$ cat config.mk
export PLATFORM = sky130hd
export DESIGN_NAME = wehist_mul
export DESIGN_NICKNAME = d
export VERILOG_FILES = /design/src/rtl/core/wehist_pkg.sv /design/src/rtl/core/wehist_mul.sv
export SDC_FILE = /design/constraint.sdc
export NUM_CORES = 2
export LEC_CHECK = 0
export BUFFER_PORTS_ARGS = -buffer_cell sky130_fd_sc_hd__clkbuf_2
export CORE_MARGIN = 5
export CORE_UTILIZATION = 50
export DETAILED_ROUTE_END_ITERATION = 16
export GPL_TIMING_DRIVEN = 0
export PLACE_DENSITY = 0.75
export SLEW_MARGIN = 20
export SYNTH_ARGS = -nofsm -noshare
export SYNTH_HDL_FRONTEND = slang
export SYNTH_SLANG_ARGS = --single-unit
$ cat constraint.sdc
create_clock -name i_clk -period 9.9 [get_ports i_clk]
set_input_delay 1.485 -clock i_clk [delete_from_list [all_inputs] [get_ports i_clk]]
set_output_delay 1.485 -clock i_clk [all_outputs]
set_load 0.05 [all_outputs]
$ cat src/rtl/core/wehist_pkg.sv
package wehist_pkg;

    localparam int SUM_W  = 48;
    localparam int QUO_W  = 32;
    localparam int STEP_W = 6;
    localparam int MUL_W  = 34;
    localparam int CFG_IW = 3;
    localparam int CFG_DW = 16;

    localparam logic [1:0] OP_ADD   = 2'd0;
    localparam logic [1:0] OP_READ  = 2'd1;
    localparam logic [1:0] OP_CLEAR = 2'd2;
    localparam logic [1:0] OP_NOP   = 2'd3;

    localparam logic [2:0] ST_BINNED  = 3'd0;
    localparam logic [2:0] ST_SKIPPED = 3'd1;
    localparam logic [2:0] ST_RANGE   = 3'd2;
    localparam logic [2:0] ST_READ    = 3'd3;
    localparam logic [2:0] ST_ZERO    = 3'd4;
    localparam logic [2:0] ST_CLEARED = 3'd5;

    localparam logic [CFG_IW-1:0] CFG_T_MIN     = 3'd0;
    localparam logic [CFG_IW-1:0] CFG_T_SCALE   = 3'd1;
    localparam logic [CFG_IW-1:0] CFG_MUB_MIN   = 3'd2;
    localparam logic [CFG_IW-1:0] CFG_MUB_SCALE = 3'd3;
    localparam logic [CFG_IW-1:0] CFG_T_USED    = 3'd4;
    localparam logic [CFG_IW-1:0] CFG_MUB_USED  = 3'd5;

    typedef struct packed {
        logic [1:0]         operation;
        logic signed [23:0] dsigma_0;
        logic signed [23:0] dsigma_1;
        logic signed [23:0] dsigma_2;
        logic signed [23:0] dsigma_3;
        logic signed [23:0] flow_0;
        logic signed [23:0] flow_1;
        logic signed [23:0] flow_2;
        logic signed [23:0] flow_3;
        logic [23:0]        energy_density;
        logic [15:0]        temperature;
        logic [15:0]        baryon_mu;
    } t_in;

    typedef struct packed {
        logic [2:0]  status;
        logic [6:0]  temp_bin;
        logic [6:0]  mub_bin;
        logic [31:0] density;
        logic [47:0] total_energy;
        logic        last_bin;
    } t_out;

    typedef struct packed {
        logic              start;
        logic [SUM_W-1:0]  rem0;
        logic [QUO_W-1:0]  dvd;
        logic [SUM_W-1:0]  dsr;
        logic [STEP_W-1:0] steps;
    } t_div_req;

endpackage

$ cat src/rtl/core/wehist_mul.sv
module wehist_mul (
    input  logic                                 i_clk,
    input  logic signed [wehist_pkg::MUL_W-1:0]  i_a,
    input  logic signed [wehist_pkg::MUL_W-1:0]  i_b,
    output logic signed [2*wehist_pkg::MUL_W-1:0] o_p
);
    import wehist_pkg::*;

    logic signed [2*MUL_W-1:0] r_p;

    always_ff @(posedge i_clk) begin
        r_p <= i_a * i_b;
    end

    assign o_p = r_p;

endmodule

==> flow_metrics.env <==
export IMPL_rsz0062_at_grt="yes"
export IMPL_synth_edf_count=0
export IMPL_clock_sinks=68
export IMPL_wl_met3_um=19500
export IMPL_fin_setup_tns_ps=0
export IMPL_hpwl_um=135000
export IMPL_required_ps=10260
export IMPL_clk_pin_slew_ps=60
export IMPL_synth_top_cell_area_share_pct=57.7
export IMPL_grt_start_max_net_pins=18
export IMPL_place_gp_congestion=1.08
export IMPL_startpoint_type="input pin"
export IMPL_ios=137
export IMPL_max_stage_delay_ps=750
export IMPL_die_h_um=303
export IMPL_hold_slack_ps=1540
export IMPL_cts_buffers=9
export IMPL_wire_per_inst_um=27.3
export IMPL_synth_area_leader_cell="fa_1"
export IMPL_area_delta_synth_final_pct=6.25
export IMPL_cts_tree="built"
export IMPL_ant_nets=0
export IMPL_cp_end_kind="flip-flop"
export IMPL_min_period_ps=9830
export IMPL_cts_root_buf="clkbuf_16"
export IMPL_arrival_ps=10190
export IMPL_setup_viol=0
export IMPL_core_area_sq_um=85300
export IMPL_min_path_type="input pin to flip-flop"
export IMPL_vias_per_cell=5.57
export IMPL_synth_flop_cell="dfxtp_1"
export IMPL_placementRows=107
export IMPL_yosys_warnings=0
export IMPL_drive_gt1_share_pct=5.99
export IMPL_syn_avg_cell_area_sq_um=9.45
export IMPL_fp_dieArea_sq_um=92000
export IMPL_drc=0
export IMPL_drt_iter0_drc=3062
export IMPL_max_clock_path_buffers=2
export IMPL_ys_async_sr_fraction_pct=0
export IMPL_top_layer_used="met5"
export IMPL_crit_top_cell="fa_1"
export IMPL_multi_input_area_sq_um=36200
export IMPL_regArea_sq_um=1360
export IMPL_synth_fp_nets=6068
export IMPL_fmax_mhz=102
export IMPL_grt_pass1_vias=35835
export IMPL_largest_register_ffs=68
export IMPL_start_util_pct=50.5
export IMPL_htree_levels=3
export IMPL_layout_nets=6217
export IMPL_die_width_um=303
export IMPL_port_buffers=130
export IMPL_yosysUniqueCellTypes=69
export IMPL_track_usage_pct=36.4
export IMPL_drt_pass1_iterations=6
export IMPL_crit_type="input pin to flip-flop"
export IMPL_overflow=0
export IMPL_grt_pass1_wl_um=237000
export IMPL_synth_cells=4554
export IMPL_tightest_slew_ps=1240
export IMPL_netlist_area_sq_um=43000
export IMPL_synth_area_leaders="fa_1 (58%), inv_1 (11%), and2_1 (9.0%)"
export IMPL_timing_final_crit_share_pct=99.3
export IMPL_ys_ff_latch=68
export IMPL_slew_violations=0
export IMPL_status="finished, final reports clean"
export IMPL_fillers=7752
export IMPL_hold_viol_final=0
export IMPL_maxSlewHeadroom_pct=17.6
export IMPL_antenna_found_initial=24
export IMPL_maxCapViolCount=0
export IMPL_wl_um=160000
export IMPL_cp_max_fo=10
export IMPL_wl_met1_um=57000
export IMPL_ys_seq_area_share_pct=3.16
export IMPL_vias=32671
export IMPL_wl_met2_um=70900
export IMPL_slowest_stage="clkbuf_1"
-- final timing paths --
kind,start,end,cells past startpoint
worst max-delay path,i_b[33],o_p[66],25
worst min-delay path,i_a[0],o_p[0],2
-- per-stage QoR --
| step | worst slack, ps | instance area [sq um] | utilization [%] | instances |
|---|---|---|---|---|
| after global routing | -9.67 | 45700 | 53.6 | 5853 |
| after global placement | -893 | 45100 | 52.9 | 5828 |
| after detailed placement | -945 | 45100 | 52.9 | 5829 |
| after floorplan | 925 | 43000 | - | 4554 |
| after CTS | 0.218 | 45500 | 53.3 | 5845 |
| final | 73.2 | 45700 | 53.6 | 5870 |
-- critical path: cells and delay by family --
family | cells | cell delay [ps]
xor gates and xnor gates | 1 | 140
adders and majority gates | 9 | 4560
and+or+nand+nor | 1 | 120
AOI/OAI and AO/OA | 9 | 2390
buffers and inverters | 5 | 1470
-- routing by layer --
| layer | GRT usage, % | up-vias |
|---|---|---|
| met5 | 0 | - |
| met4 | 21.4 | 8 |
| met3 | 11.3 | 646 |
| met2 | 56.0 | 2065 |
| met1 | 45.6 | 16824 |
| li1 | - | 13128 |
-- Yosys cell counts, types with 6 or more instances --
library cell and number:
nand2_1 542, xnor2_1 56, fa_1 1241, a211oi_1 6, o21ai_1 7, inv_1 1231, a21oi_1 61, dfxtp_1 68
nand2b_1 20, clkbuf_1 214, and2_1 621, o21ai_0 31, a31oi_1 7, xor2_1 23, nor2b_1 9, a21o_1 37
nand3_1 11, ha_1 204, nand4_1 11, o21bai_1 12, nor2_1 54
-- layout by cell type (no fill, tap or decap), drive strengths merged, types with 56 or more instances in the layout --
cell type,count
and2,623
ha,204
inv,1232
clkbuf,349
fa,1241
nand2,542
a21oi,63
xnor2,56
nor2,56
dfxtp,68
-- cell families after synthesis --
family                   after synthesis  synth area share (%)
adder cells (fa/ha/maj)             1445                  63.7
buffers and inverters               1460                  12.8
XOR/XNOR                              79                  1.61
AND/OR/NAND/NOR                     1296                  15.4
AO/OA/AOI/OAI                        206                  3.35
flip-flops                            68                  3.16
-- cell type report --
| class | count | area share [%] |
|---|---|---|
| multi-input cells | 3026 | 79.2 |
| inverters | 1232 | 10.1 |
| well taps | 1144 | 3.13 |
| flip-flops and latches | 68 | 2.98 |
| plain buffers | 228 | 2.19 |
| repair buffers | 138 | 1.64 |
| clock buffers | 10 | 0.523 |
| clock inverters | 6 | 0.134 |
| diodes | 18 | 0.0985 |
-- repair_timing --
action | 4_1_cts | 5_1_grt
buffers inserted | 0 | 7
hold buffers | 0 | 0
setup endpoints to repair | 21 | 17
gates resized for setup | 19 | 167
pin swaps | 0 | 4
Power is left out: the tool's default activity adds up to more than one toggle a clock period on the data nets, which glitch-free logic cannot reach.
