File: src/rtl/core/wehist_pkg.sv
package wehist_pkg;

    localparam int SUM_W  = 48;
    localparam int QUO_W  = 32;
    localparam int STEP_W = 6;
    localparam int MUL_W  = 34;
    localparam int CFG_IW = 3;
    localparam int CFG_DW = 16;

    localparam logic [1:0] OP_ADD   = 2'd0;
    localparam logic [1:0] OP_READ  = 2'd1;
    localparam logic [1:0] OP_CLEAR = 2'd2;
    localparam logic [1:0] OP_NOP   = 2'd3;

    localparam logic [2:0] ST_BINNED  = 3'd0;
    localparam logic [2:0] ST_SKIPPED = 3'd1;
    localparam logic [2:0] ST_RANGE   = 3'd2;
    localparam logic [2:0] ST_READ    = 3'd3;
    localparam logic [2:0] ST_ZERO    = 3'd4;
    localparam logic [2:0] ST_CLEARED = 3'd5;

    localparam logic [CFG_IW-1:0] CFG_T_MIN     = 3'd0;
    localparam logic [CFG_IW-1:0] CFG_T_SCALE   = 3'd1;
    localparam logic [CFG_IW-1:0] CFG_MUB_MIN   = 3'd2;
    localparam logic [CFG_IW-1:0] CFG_MUB_SCALE = 3'd3;
    localparam logic [CFG_IW-1:0] CFG_T_USED    = 3'd4;
    localparam logic [CFG_IW-1:0] CFG_MUB_USED  = 3'd5;

    typedef struct packed {
        logic [1:0]         operation;
        logic signed [23:0] dsigma_0;
        logic signed [23:0] dsigma_1;
        logic signed [23:0] dsigma_2;
        logic signed [23:0] dsigma_3;
        logic signed [23:0] flow_0;
        logic signed [23:0] flow_1;
        logic signed [23:0] flow_2;
        logic signed [23:0] flow_3;
        logic [23:0]        energy_density;
        logic [15:0]        temperature;
        logic [15:0]        baryon_mu;
    } t_in;

    typedef struct packed {
        logic [2:0]  status;
        logic [6:0]  temp_bin;
        logic [6:0]  mub_bin;
        logic [31:0] density;
        logic [47:0] total_energy;
        logic        last_bin;
    } t_out;

    typedef struct packed {
        logic              start;
        logic [SUM_W-1:0]  rem0;
        logic [QUO_W-1:0]  dvd;
        logic [SUM_W-1:0]  dsr;
        logic [STEP_W-1:0] steps;
    } t_div_req;

endpackage

File: src/rtl/core/wehist_div.sv
module wehist_div (
    input  logic                        i_clk,
    input  logic                        i_rst_n,
    input  wehist_pkg::t_div_req        i_req,
    output logic                        o_busy,
    output logic [wehist_pkg::QUO_W-1:0] o_quot,
    output logic [wehist_pkg::SUM_W-1:0] o_rem
);
    import wehist_pkg::*;

    logic              r_busy;
    logic [STEP_W-1:0] r_cnt;
    logic [SUM_W-1:0]  r_rem;
    logic [SUM_W-1:0]  r_dsr;
    logic [QUO_W-1:0]  r_dvd;
    logic [QUO_W-1:0]  r_quot;
    logic [SUM_W:0]    rem2;
    logic [SUM_W:0]    diff;
    logic              ge;

    always_comb begin
        rem2 = {r_rem, r_dvd[QUO_W-1]};
        diff = rem2 - {1'b0, r_dsr};
        ge   = rem2 >= {1'b0, r_dsr};
    end

    always_ff @(posedge i_clk) begin
        if (!i_rst_n) begin
            r_busy <= 1'b0;
        end else if (i_req.start) begin
            r_busy <= 1'b1;
            r_cnt  <= i_req.steps;
            r_rem  <= i_req.rem0;
            r_dvd  <= i_req.dvd;
            r_dsr  <= i_req.dsr;
            r_quot <= '0;
        end else if (r_busy) begin
            r_rem  <= ge ? diff[SUM_W-1:0] : rem2[SUM_W-1:0];
            r_quot <= {r_quot[QUO_W-2:0], ge};
            r_dvd  <= r_dvd << 1;
            r_cnt  <= r_cnt - STEP_W'(1);
            if (r_cnt == STEP_W'(1)) begin
                r_busy <= 1'b0;
            end
        end
    end

    assign o_busy = r_busy;
    assign o_quot = r_quot;
    assign o_rem  = r_rem;

endmodule

File: config.mk
export PLATFORM = sky130hd
export DESIGN_NAME = wehist_div
export DESIGN_NICKNAME = d
export VERILOG_FILES = /design/src/rtl/core/wehist_pkg.sv /design/src/rtl/core/wehist_div.sv
export SDC_FILE = /design/constraint.sdc
export NUM_CORES = 1
export LEC_CHECK = 0
export BUFFER_PORTS_ARGS = -buffer_cell sky130_fd_sc_hd__buf_2
export CORE_MARGIN = 2
export CORE_UTILIZATION = 38
export DETAILED_ROUTE_END_ITERATION = 8
export GPL_ROUTABILITY_DRIVEN = 1
export PLACE_DENSITY = 0.69
export SETUP_SLACK_MARGIN = 0.4
export SLEW_MARGIN = 30
export SYNTH_ARGS = -nofsm -noshare
export SYNTH_HDL_FRONTEND = slang
export SYNTH_SLANG_ARGS = --single-unit
export TNS_END_PERCENT = 100
File: constraint.sdc
create_clock -name i_clk -period 5 [get_ports i_clk]
set_input_delay 1 -clock i_clk [delete_from_list [all_inputs] [get_ports i_clk]]
set_output_delay 1 -clock i_clk [all_outputs]
set_load 0.02 [all_outputs]
==> results of run 1 <==
## layer usage
layer  routed length [um]  vias up  GRT usage  share of wire
met4                  588        0     0.0620          0.025
met5                    0        -          0              0
met2                11300      186      0.272           0.48
li1                     -     3467          -              -
met1                10900     3312      0.229           0.46
met3                  978       31     0.0354          0.041
## sequential cells by signal, indices dropped and copies added (netlist names)
| signal | cells |
|---|---|
| o_busy | 1 |
| r_cnt | 6 |
| o_quot | 32 |
| o_rem | 48 |
| r_dvd | 32 |
| r_dsr | 48 |
## critical path, cell delays in order (launching register included)
cell      delay, ns
edfxtp_1       0.47
ha_1           0.33
nor2b_1        0.18
o31a_1         0.23
o21ai_2        0.14
o211ai_2       0.26
a31oi_4        0.16
o31ai_2        0.46
a21o_4         0.72
mux2_4         0.35
mux2_2         0.25
## cell families (layout without fill, tap and decap cells)
group	after synthesis	in the layout	share of synthesized area
xor gates and xnor gates	41	41	0.0362
buffers and inverters	98	315	0.0452
DFF	167	167	0.504
AOI/OAI and AO/OA	182	182	0.130
and+or+nand+nor	186	186	0.103
muxes	95	95	0.117
adders and majority gates	51	51	0.0650
other	0	1	0
## report_power, final
| part | total, uW | switching (uW) | internal [uW] |
|---|---|---|---|
| sequential | 1750 | 61.7 | 1690 |
| clock | 1330 | 655 | 671 |
| combinational | 1260 | 675 | 581 |
| total | 4340 | 1390 | 2940 |
## how the worst max path moves through the flow
stage	end	start
after global placement	o_rem[18]	o_rem[17]
after global routing	o_rem[9]	o_rem[0]
after CTS	o_rem[18]	o_rem[17]
after detailed placement	o_rem[18]	o_rem[17]
after floorplan	o_quot[0]	i_req[134]
final	o_rem[6]	o_rem[0]
## layout by cell type, fill, tap and decap left out, drive strengths merged, types with 8 or more instances in the layout
master	n
buf	222
edfxtp	166
mux2	87
inv	70
ha	50
a21oi	47
nand2	43
o21ai	36
nor2b	35
nor2	29
a21o	29
xnor2	26
clkbuf	18
xor2	15
nor3	12
nand4	12
nand3	10
o31ai	9
mux2i	8
a31oi	8
## stage by stage
step | area (um2) | hold WS, ns | worst slack [ns]
3_5_place_dp | 11300 | 0.514 | 1.16
5_1_grt | 11900 | 0.561 | 0.915
2_1_floorplan | 9930 | 0.492 | 1.54
6_report | 11900 | 0.550 | 1.15
4_1_cts | 11900 | 0.547 | 1.12
3_3_place_gp | 11300 | 0.519 | 1.25
## cell type report
class | count | share of cell area
Antenna cell | 1 | 0.000211
Clock buffer | 18 | 0.0362
Clock inverter | 14 | 0.0127
Inverter | 61 | 0.0193
Multi-Input combinational cell | 555 | 0.378
Sequential cell | 167 | 0.422
Tap cell | 335 | 0.0353
Timing Repair Buffer | 222 | 0.0963
==> Implementation_results.wiki, run 1 <==
{| class="wikitable"
! Metric !! Value
|-
| Total of fill cells in the finished design || 2433
|-
| CTS Buf Count || 17
|-
| Clock tree from TritonCTS || built
|-
| Number of buffer cells added on primary ports || 217
|-
| TritonCTS Sinks || 167
|-
| CP Launch Type || flip-flop
|-
| Synth Warn # || 0
|-
| Type of destination of the critical path || flip-flop
|-
| Netlist Area Pre-Place || 9930 um2
|-
| Relative slew margins || 0.454
|-
| Endpoints failing hold || 0
|-
| Transition at the pin with the smallest max-transition slack || 0.818 ns
|-
| Wire per inst || 17.3 um
|-
| Clock Latency Late Sink || 0.43 ns
|-
| Die W || 166 um
|-
| GRT Resource Usage Total || 0.170
|-
| Post-Synthesis Net Count || 1008
|-
| Maximum number of pins on one net before global-route repair || 86
|-
| Type of the worst min-delay path || flip-flop to flip-flop
|-
| Longest Clk Path Bufs || 2
|-
| Share of the core filled with cells in the final layout || 0.459
|-
| Post-synth ARST share || 0
|-
| Area used by multi-input combinational logic || 4480 um2
|-
| Setup-failing EPs final || 0
|-
| Share of the yosys chip area belonging to registers || 0.504
|-
| Post-synthesis area per instance || 12.1 um2
|-
| Placeable core area || 25800 um2
|-
| Sum of net half-perimeters after detailed placement || 17.3 mm
|-
| Remaining global-route overflow || 0
|-
| Total wire length || 23.7 mm
|-
| Setup Total Neg Slack || 0 ns
|-
| Terminating pin of the worst hold path || r_dvd[15]
|-
| Number of antenna violations at the first check in global routing || 1
|-
| Synthesized instance count || 820
|-
| Top FF cell, synth || edfxtp_1
|-
| Max-cap viol count || 0
|-
| Iteration count of the initial detailed-routing pass || 5
|-
| Die height || 166 um
|-
| Largest fanout on the critical path || 49
|-
| Run status || finished clean
|-
| Data arrival at the endpoint of the critical path || 4.03 ns
|-
| Level count of the clock H-tree || 4
|-
| Static Leak || 0.00499 uW
|-
| Via density per instance || 5.10
|-
| Site Rows || 59
|-
| Cts repair resizes || 0
|-
| Largest clock skew in the final design || 0.0102 ns
|-
| Library cell with the highest instance count after synthesis || edfxtp_1
|-
| Distinct cells, synth || 77
|-
| CP required || 5.18 ns
|-
| Ports || 218
|-
| Post-synth top cells || edfxtp_1 (166), inv_1 (61), mux2_2 (60)
|-
| Initial cell density of the core || 0.384
|-
| Number of slew-limit violations in the final report || 0
|-
| Source of the worst hold timing path || r_dvd[14]
|-
| Post-synth EDFFs || 166
|-
| Growth of design area from synthesis to finish || 19.5%
|-
| DIE AREA || 27400 um2
|-
| Fraction of post-synthesis cell area in the top cell type by area || 0.502
|-
| Period utilisation layout || 0.769
|-
| Pwr dens || 366 nW/um2
|-
| Total chip power || 4340 uW
|-
| Final instance count without filler cells || 1373
|-
| Placed Instances || 1340
|-
| Reg-to-reg slack, setup || 1.15 ns
|-
| Number of register bits inferred by synthesis || 167
|-
| Violation count after the first detailed-route iteration || 449
|-
| Count of vias placed by the detailed router || 6996
|-
| Top cells by area, synth || edfxtp_1 (50%), mux2_2 (6.8%), ha_1 (6.3%)
|-
| Clock-pin slew reported for the worst setup and hold paths after clock tree synthesis || 0.08 ns
|-
| Final routed DRC violation total || 0
|-
| Routability-driven placement congestion ratio || 0.873
|-
| Final critical path time including I/O delays and setup || 3.85 ns
|-
| Sequential cell area || 5000 um2
|-
| Worst setup path class || flip-flop to flip-flop
|-
| Antenna viol nets, final || 0
|-
| Capturing point of the worst reg2reg path || o_rem[6]
|-
| Unrepaired setup endpoints after global routing || no
|-
| Hold Path Cell Cnt || 1
|-
| Wire length of the first global-routing pass || 37.3 mm
|-
| Final net count || 1212
|-
| Maximum frequency from static timing analysis || 260 MHz
|-
| Reg2Reg Launch Point || o_rem[0]
|-
| Number of setup buffers added after CTS || 0
|-
| Clk root buf || clkbuf_16
|-
| Largest vdd supply drop || 0.000152 V
|-
| Share of post-route cells with drive strength above 1 || 0.355
|-
| Largest area contributor in the synthesized netlist || edfxtp_1
|-
| Via count of the first global-routing pass || 6973
|-
| Worst reg-to-reg path cell count || 10
|-
| Hold buffer count at CTS || 0
|}
No activity file was read; power rests on OpenSTA's default activity.
==> run 2, diff against run 1 <==
clock period = 4.01 ns   (was 5 ns; I/O delays follow)
==> run 2 against run 1 <==
  * Register-to-register slack got worse by 0.65 ns
  * Sequential share of layout area fell by 0.83 points
  * Fmax rose by 9.7%
  * First-iteration DRC count rose by 2.4%
  * Via count rose by 1.3%
  * Global-route usage rose by 0.26 points
  * Critical endpoint is now o_rem[35]
  * Largest cell class unchanged
  * Highest routed layer unchanged
==> Implementation_results.wiki, run 2 (same netlist as run 1, synthesis figures left out) <==
{| class="wikitable"
! Metric !! Value
|-
| Level count of the clock H-tree || 4
|-
| Initial cell density of the core || 0.384
|-
| Transition at the pin with the smallest max-transition slack || 0.627 ns
|-
| Growth of design area from synthesis to finish || 21.9%
|-
| DIE AREA || 27400 um2
|-
| Number of slew-limit violations in the final report || 0
|-
| Reg-to-reg slack, setup || 0.50 ns
|-
| Count of vias placed by the detailed router || 7087
|-
| Site Rows || 59
|-
| Setup Total Neg Slack || 0 ns
|-
| Final routed DRC violation total || 0
|-
| Largest vdd supply drop || 0.000266 V
|-
| Type of the worst min-delay path || primary input to flip-flop
|-
| Clock tree from TritonCTS || built
|-
| Placed Instances || 1346
|-
| Total of fill cells in the finished design || 2397
|-
| TritonCTS Sinks || 167
|-
| Longest Clk Path Bufs || 2
|-
| Clock Latency Late Sink || 0.44 ns
|-
| Sum of net half-perimeters after detailed placement || 17.8 mm
|-
| Wire per inst || 17.6 um
|-
| Period utilisation layout || 0.874
|-
| CP required || 4.19 ns
|-
| Max-cap viol count || 0
|-
| Run status || finished clean
|-
| Met1 track utilization from global routing || 0.226
|-
| Top library cells by usage in the layout, fill and taps aside || buf_2 (216), edfxtp_1 (166), inv_1 (61), mux2_2 (60), ha_1 (48)
|-
| Clock-pin slew reported for the worst setup and hold paths after clock tree synthesis || 0.07 ns
|-
| Commonest non-fill, non-tap cell in the layout || buf_2
|-
| Endpoints failing hold || 0
|-
| Via density per instance || 5.12
|-
| Final instance count without filler cells || 1383
|-
| Share of post-route cells with drive strength above 1 || 0.369
|-
| Routability-driven placement congestion ratio || 0.868
|-
| Relative slew margins || 0.582
|-
| Source of the worst hold timing path || i_req[13]
|-
| Global-route met2 utilization || 0.289
|-
| Post-Place Worst Slack || 0.425 ns
|-
| M3 GR Usage || 0.0378
|-
| Hold buffer count at CTS || 0
|-
| Maximum number of pins on one net before global-route repair || 88
|-
| Worst setup path class || flip-flop to flip-flop
|-
| Hold Path Cell Cnt || 1
|-
| Clk root buf || clkbuf_16
|-
| Largest clock skew in the final design || 0.0110 ns
|-
| Ports || 218
|-
| Worst reg-to-reg path cell count || 11
|-
| Share of the core filled with cells in the final layout || 0.468
|-
| GRT Resource Usage Total || 0.173
|-
| Static Leak || 0.00508 uW
|-
| Via count of the first global-routing pass || 7070
|-
| Total wire length || 24.4 mm
|-
| Pwr dens || 457 nW/um2
|-
| CP Launch Type || flip-flop
|-
| Maximum frequency from static timing analysis || 285 MHz
|-
| Setup-failing EPs final || 0
|-
| Number of buffer cells added on primary ports || 217
|-
| Data arrival at the endpoint of the critical path || 3.69 ns
|-
| Terminating pin of the worst hold path || r_dsr[7]
|-
| Capturing point of the worst reg2reg path || o_rem[35]
|-
| CTS Buf Count || 17
|-
| Violation count after the first detailed-route iteration || 460
|-
| Placeable core area || 25800 um2
|-
| Final critical path time including I/O delays and setup || 3.51 ns
|-
| Reg2Reg Launch Point || o_rem[13]
|-
| Die height || 166 um
|-
| Iteration count of the initial detailed-routing pass || 5
|-
| Wire length of the first global-routing pass || 37.9 mm
|-
| Unrepaired setup endpoints after global routing || no
|-
| Die W || 166 um
|-
| Worst setup slack after layout || 0.505 ns
|-
| Final net count || 1222
|-
| Antenna viol nets, final || 0
|-
| Remaining global-route overflow || 0
|-
| Peak-usage layer in the global routing report || met2
|-
| Largest fanout on the critical path || 9
|-
| Number of antenna violations at the first check in global routing || 2
|-
| Type of destination of the critical path || flip-flop
|}
==> run 2: through the flow <==
step                      hold slack, ns  total power, uW  cell area, um2
final                              0.533             5530           12100
after global routing               0.518             5800           12100
after CTS                          0.518             5510           11900
after detailed placement           0.533             3810           11400
after global placement             0.523             3780           11400
after floorplan                    0.492             3430            9930
==> run 2: critical path, cell delays in order, from the launching register on <==
cell      delay, ns
edfxtp_1       0.42
ha_1           0.48
nand4_1        0.18
a211oi_1       0.22
o21ai_0        0.11
buf_4          0.16
a31oi_1        0.40
o21bai_1       0.23
o31ai_1        0.39
xor2_1         0.12
mux2_4         0.27
mux2_2         0.26
==> run 2: worst max-delay path by stage <==
stage | endpoint | startpoint | cells after the start | slack (ns)
2_1_floorplan | o_quot[0] | i_req[134] | 3 | 0.75
3_3_place_gp | o_rem[17] | o_rem[32] | 11 | 0.41
3_5_place_dp | o_rem[26] | o_rem[32] | 11 | 0.43
4_1_cts | o_rem[26] | o_rem[32] | 11 | 0.42
5_1_grt | o_rem[46] | o_rem[7] | 10 | 0.38
6_report | o_rem[35] | o_rem[13] | 11 | 0.50
==> run 2: repair_timing <==
action                     CTS  global route
buffers inserted             0             3
setup endpoints to repair    0            38
resized for setup            0            17
==> run 2: layer usage <==
| layer | share of wire | wire length [um] |
|---|---|---|
| met2 | 0.50 | 12200 |
| met3 | 0.044 | 1090 |
| met4 | 0.0092 | 225 |
| met1 | 0.45 | 10900 |
| met5 | 0 | 0 |
==> run 2: layout make-up <==
class,count,area (um2),area share
clock buffers,17,425,0.0352
diodes,2,5.00,0.000414
flip-flops and latches,167,5000,0.414
clock inverters,14,166,0.0138
inverters,61,229,0.0189
repair buffers,232,1280,0.105
well taps,335,419,0.0346
multi-input cells,555,4570,0.378
==> run 2: where the power goes <==
group | switching (uW) | internal (uW)
sequential | 80.4 | 2110
combinational | 874 | 769
clock | 810 | 888
==> run 3, diff against run 2 <==
ABC_AREA = 1   (was default)
CORE_MARGIN = 1   (was 2)
MAX_ROUTING_LAYER = met4   (was default)
PLACE_DENSITY = 0.68   (was 0.69)
==> run 3 against run 2 <==
  * Hold slack worse by 0.020 ns
  * Cell area up 13%
  * Clock-buffer cell count up 1
  * Via count up 48%
  * Synthesized cell count up 98%
  * Global-route usage up 6.9 points
  * Wire length up 46%
  * Fmax up 19%
  * Core utilization down 0.97 points
  * Non-clock buffer count down 4
  * Combinational power up 24%
  * First-iteration DRC count up 58%
  * Largest cell class is now multi-input gates
==> Implementation_results.wiki, run 3 <==
{| class="wikitable"
! Metric !! Value
|-
| Post-synth ARST share || 0
|-
| Largest clock skew in the final design || 0.0191 ns
|-
| Maximum number of pins on one net before global-route repair || 62
|-
| Relative slew margins || 0.519
|-
| Share of post-route cells with drive strength above 1 || 0.152
|-
| Via count of the first global-routing pass || 10355
|-
| Clock-pin slew reported for the worst setup and hold paths after clock tree synthesis || 0.07 ns
|-
| DIE AREA || 31100 um2
|-
| First element of the critical path || o_rem[5]
|-
| Setup-failing EPs final || 0
|-
| TritonCTS Sinks || 167
|-
| Source of the worst hold timing path || r_dvd[6]
|-
| GRT Resource Usage Total || 0.242
|-
| Post-synthesis area per instance || 7.11 um2
|-
| Top cells by area, synth || edfxtp_1 (43%), nand2_1 (23%), inv_1 (9.9%)
|-
| Static Leak || 0.00728 uW
|-
| Site Rows || 63
|-
| Run status || finished clean
|-
| Final critical path time including I/O delays and setup || 2.95 ns
|-
| CP Launch Type || flip-flop
|-
| Synthesized instance count || 1626
|-
| Number of register bits inferred by synthesis || 167
|-
| Growth of design area from synthesis to finish || 18.2%
|-
| Clock Latency Late Sink || 0.45 ns
|-
| Wire per inst || 15.8 um
|-
| CP required || 4.33 ns
|-
| Netlist Area Pre-Place || 11600 um2
|-
| Final routed DRC violation total || 0
|-
| Clock tree from TritonCTS || built
|-
| Top library cells by usage in the layout, fill and taps aside || nand2_1 (707), inv_1 (303), buf_2 (216), edfxtp_1 (166), nor2_1 (113)
|-
| Top FF cell, synth || edfxtp_1
|-
| Violation count after the first detailed-route iteration || 729
|-
| Number of slew-limit violations in the final report || 0
|-
| Ports || 218
|-
| Pwr dens || 431 nW/um2
|-
| Data arrival at the endpoint of the critical path || 3.27 ns
|-
| Total wire length || 35.6 mm
|-
| Unrepaired setup endpoints after global routing || no
|-
| Maximum frequency from static timing analysis || 339 MHz
|-
| Post-synth EDFFs || 166
|-
| Transition at the pin with the smallest max-transition slack || 0.722 ns
|-
| Die height || 176 um
|-
| Commonest non-fill, non-tap cell in the layout || nand2_1
|-
| Longest Clk Path Bufs || 2
|-
| Routability-driven placement congestion ratio || 0.970
|-
| Final net count || 2027
|-
| Library cell with the highest instance count after synthesis || nand2_1
|-
| Period utilisation layout || 0.736
|-
| Type of destination of the critical path || flip-flop
|-
| Post-place instance area || 13100 um2
|-
| Count of vias placed by the detailed router || 10482
|-
| Type of the worst min-delay path || flip-flop to flip-flop
|-
| Worst setup path class || flip-flop to flip-flop
|-
| Total chip power || 5890 uW
|-
| Wire length of the first global-routing pass || 55.2 mm
|-
| Placeable core area || 29800 um2
|-
| Distinct cells, synth || 34
|-
| Number of buffer cells added on primary ports || 217
|-
| Post-Synthesis Net Count || 1814
|-
| Largest area contributor in the synthesized netlist || edfxtp_1
|-
| Endpoints failing hold || 0
|-
| Setup Total Neg Slack || 0 ns
|-
| Cts repair resizes || 0
|-
| Hold buffer count at CTS || 0
|-
| Largest fanout on the critical path || 29
|-
| Finished layout cell area || 13700 um2
|-
| CTS Buf Count || 17
|-
| Sum of net half-perimeters after detailed placement || 27.8 mm
|-
| Number of antenna violations at the first check in global routing || 8
|-
| Via density per instance || 4.66
|-
| Number of setup buffers added after CTS || 0
|-
| Clk root buf || clkbuf_16
|-
| Die W || 176 um
|-
| Level count of the clock H-tree || 4
|-
| Post-synth top cells || nand2_1 (708), inv_1 (304), edfxtp_1 (166)
|-
| Remaining global-route overflow || 0
|-
| Max-cap viol count || 0
|-
| Largest vdd supply drop || 0.000327 V
|-
| Initial cell density of the core || 0.388
|-
| Antenna viol nets, final || 0
|-
| Reg2Reg Launch Point || o_rem[5]
|-
| Total of fill cells in the finished design || 3093
|-
| Fraction of post-synthesis cell area in the top cell type by area || 0.431
|-
| Iteration count of the initial detailed-routing pass || 5
|-
| Share of the yosys chip area belonging to registers || 0.433
|-
| Synth Warn # || 0
|}
[run 3: cell count changes after synthesis, moves of 8 or more]
cell / before / now
a21o_1: 27 / 1
inv_1: 61 / 304
mux2_2: 60 / 0
mux2_4: 27 / 0
mux2i_1: 8 / 0
nand2_1: 42 / 708
nand3_1: 10 / 90
nand3b_1: 1 / 38
nor2_1: 28 / 113
nor2b_1: 35 / 0
o21ai_0: 30 / 5
o31ai_1: 8 / 0
xor2_1: 15 / 2
[run 3: path summary, 6_finish.rpt]
path / to / slack, ns / cells past startpoint
setup / recovery: o_rem[45] / 1.06 / 13
hold / removal: r_dvd[7] / 0.51 / 2
setup reg to reg: o_rem[45] / 1.06 / 13
hold reg to reg: r_dvd[7] / 0.51 / 2
[run 3: logic make-up after synthesis]
kind of cell | Yosys count | share of synthesized area
simple gates | 985 | 0.351
buf+inv | 345 | 0.115
flops | 167 | 0.433
compound gates | 53 | 0.0253
fa+ha+maj | 51 | 0.0559
xor+xnor | 25 | 0.0189
[run 3: final cells by class]
| class | count | area [um2] | share of cell area |
|---|---|---|---|
| Multi-Input combinational cell | 1114 | 5230 | 0.383 |
| Sequential cell | 167 | 5000 | 0.366 |
| Timing Repair Buffer | 228 | 1200 | 0.0875 |
| Inverter | 311 | 1170 | 0.0854 |
| Tap cell | 390 | 488 | 0.0357 |
| Clock buffer | 18 | 429 | 0.0314 |
| Clock inverter | 14 | 131 | 0.00962 |
| Antenna cell | 8 | 20.0 | 0.00147 |
[run 3: worst max-delay path, cell delays in order (launching register included)]
cell and delay [ns]:
edfxtp_1 0.43, ha_1 0.39, nand2_1 0.12, nor2_1 0.34, nand3_1 0.21, nor2_1 0.15
nand2_1 0.07, nand3_1 0.11, nor2_4 0.06, nand2_4 0.32, nand2_2 0.35, nand2_1 0.14
nand2_1 0.06, nand2_1 0.06
[run 3: report_power, final]
part	internal [uW]	total, uW	switching [uW]
logic	680	2030	1350
clock network	822	1620	800
registers	2150	2240	90.6
total	3650	5890	2240
[run 3: routing by layer]
| layer | up-vias | wire (um) | global-route usage |
|---|---|---|---|
| met5 | - | 0 | - |
| met4 | 0 | 363 | 0.0510 |
| met3 | 23 | 2400 | 0.0551 |
| met2 | 294 | 16100 | 0.383 |
| met1 | 4730 | 16800 | 0.315 |
| li1 | 5435 | - | - |
[run 3: through the flow]
step | std cells | hold slack (ns) | setup WS, ns | util
5_1_grt | 2250 | 0.500 | 0.827 | 0.459
3_3_place_gp | 2210 | 0.495 | 1.09 | 0.439
3_5_place_dp | 2210 | 0.498 | 1.06 | 0.439
6_report | 2250 | 0.514 | 1.06 | 0.459
4_1_cts | 2242 | 0.502 | 1.04 | 0.458
2_1_floorplan | 1626 | 0.487 | 0.767 | -
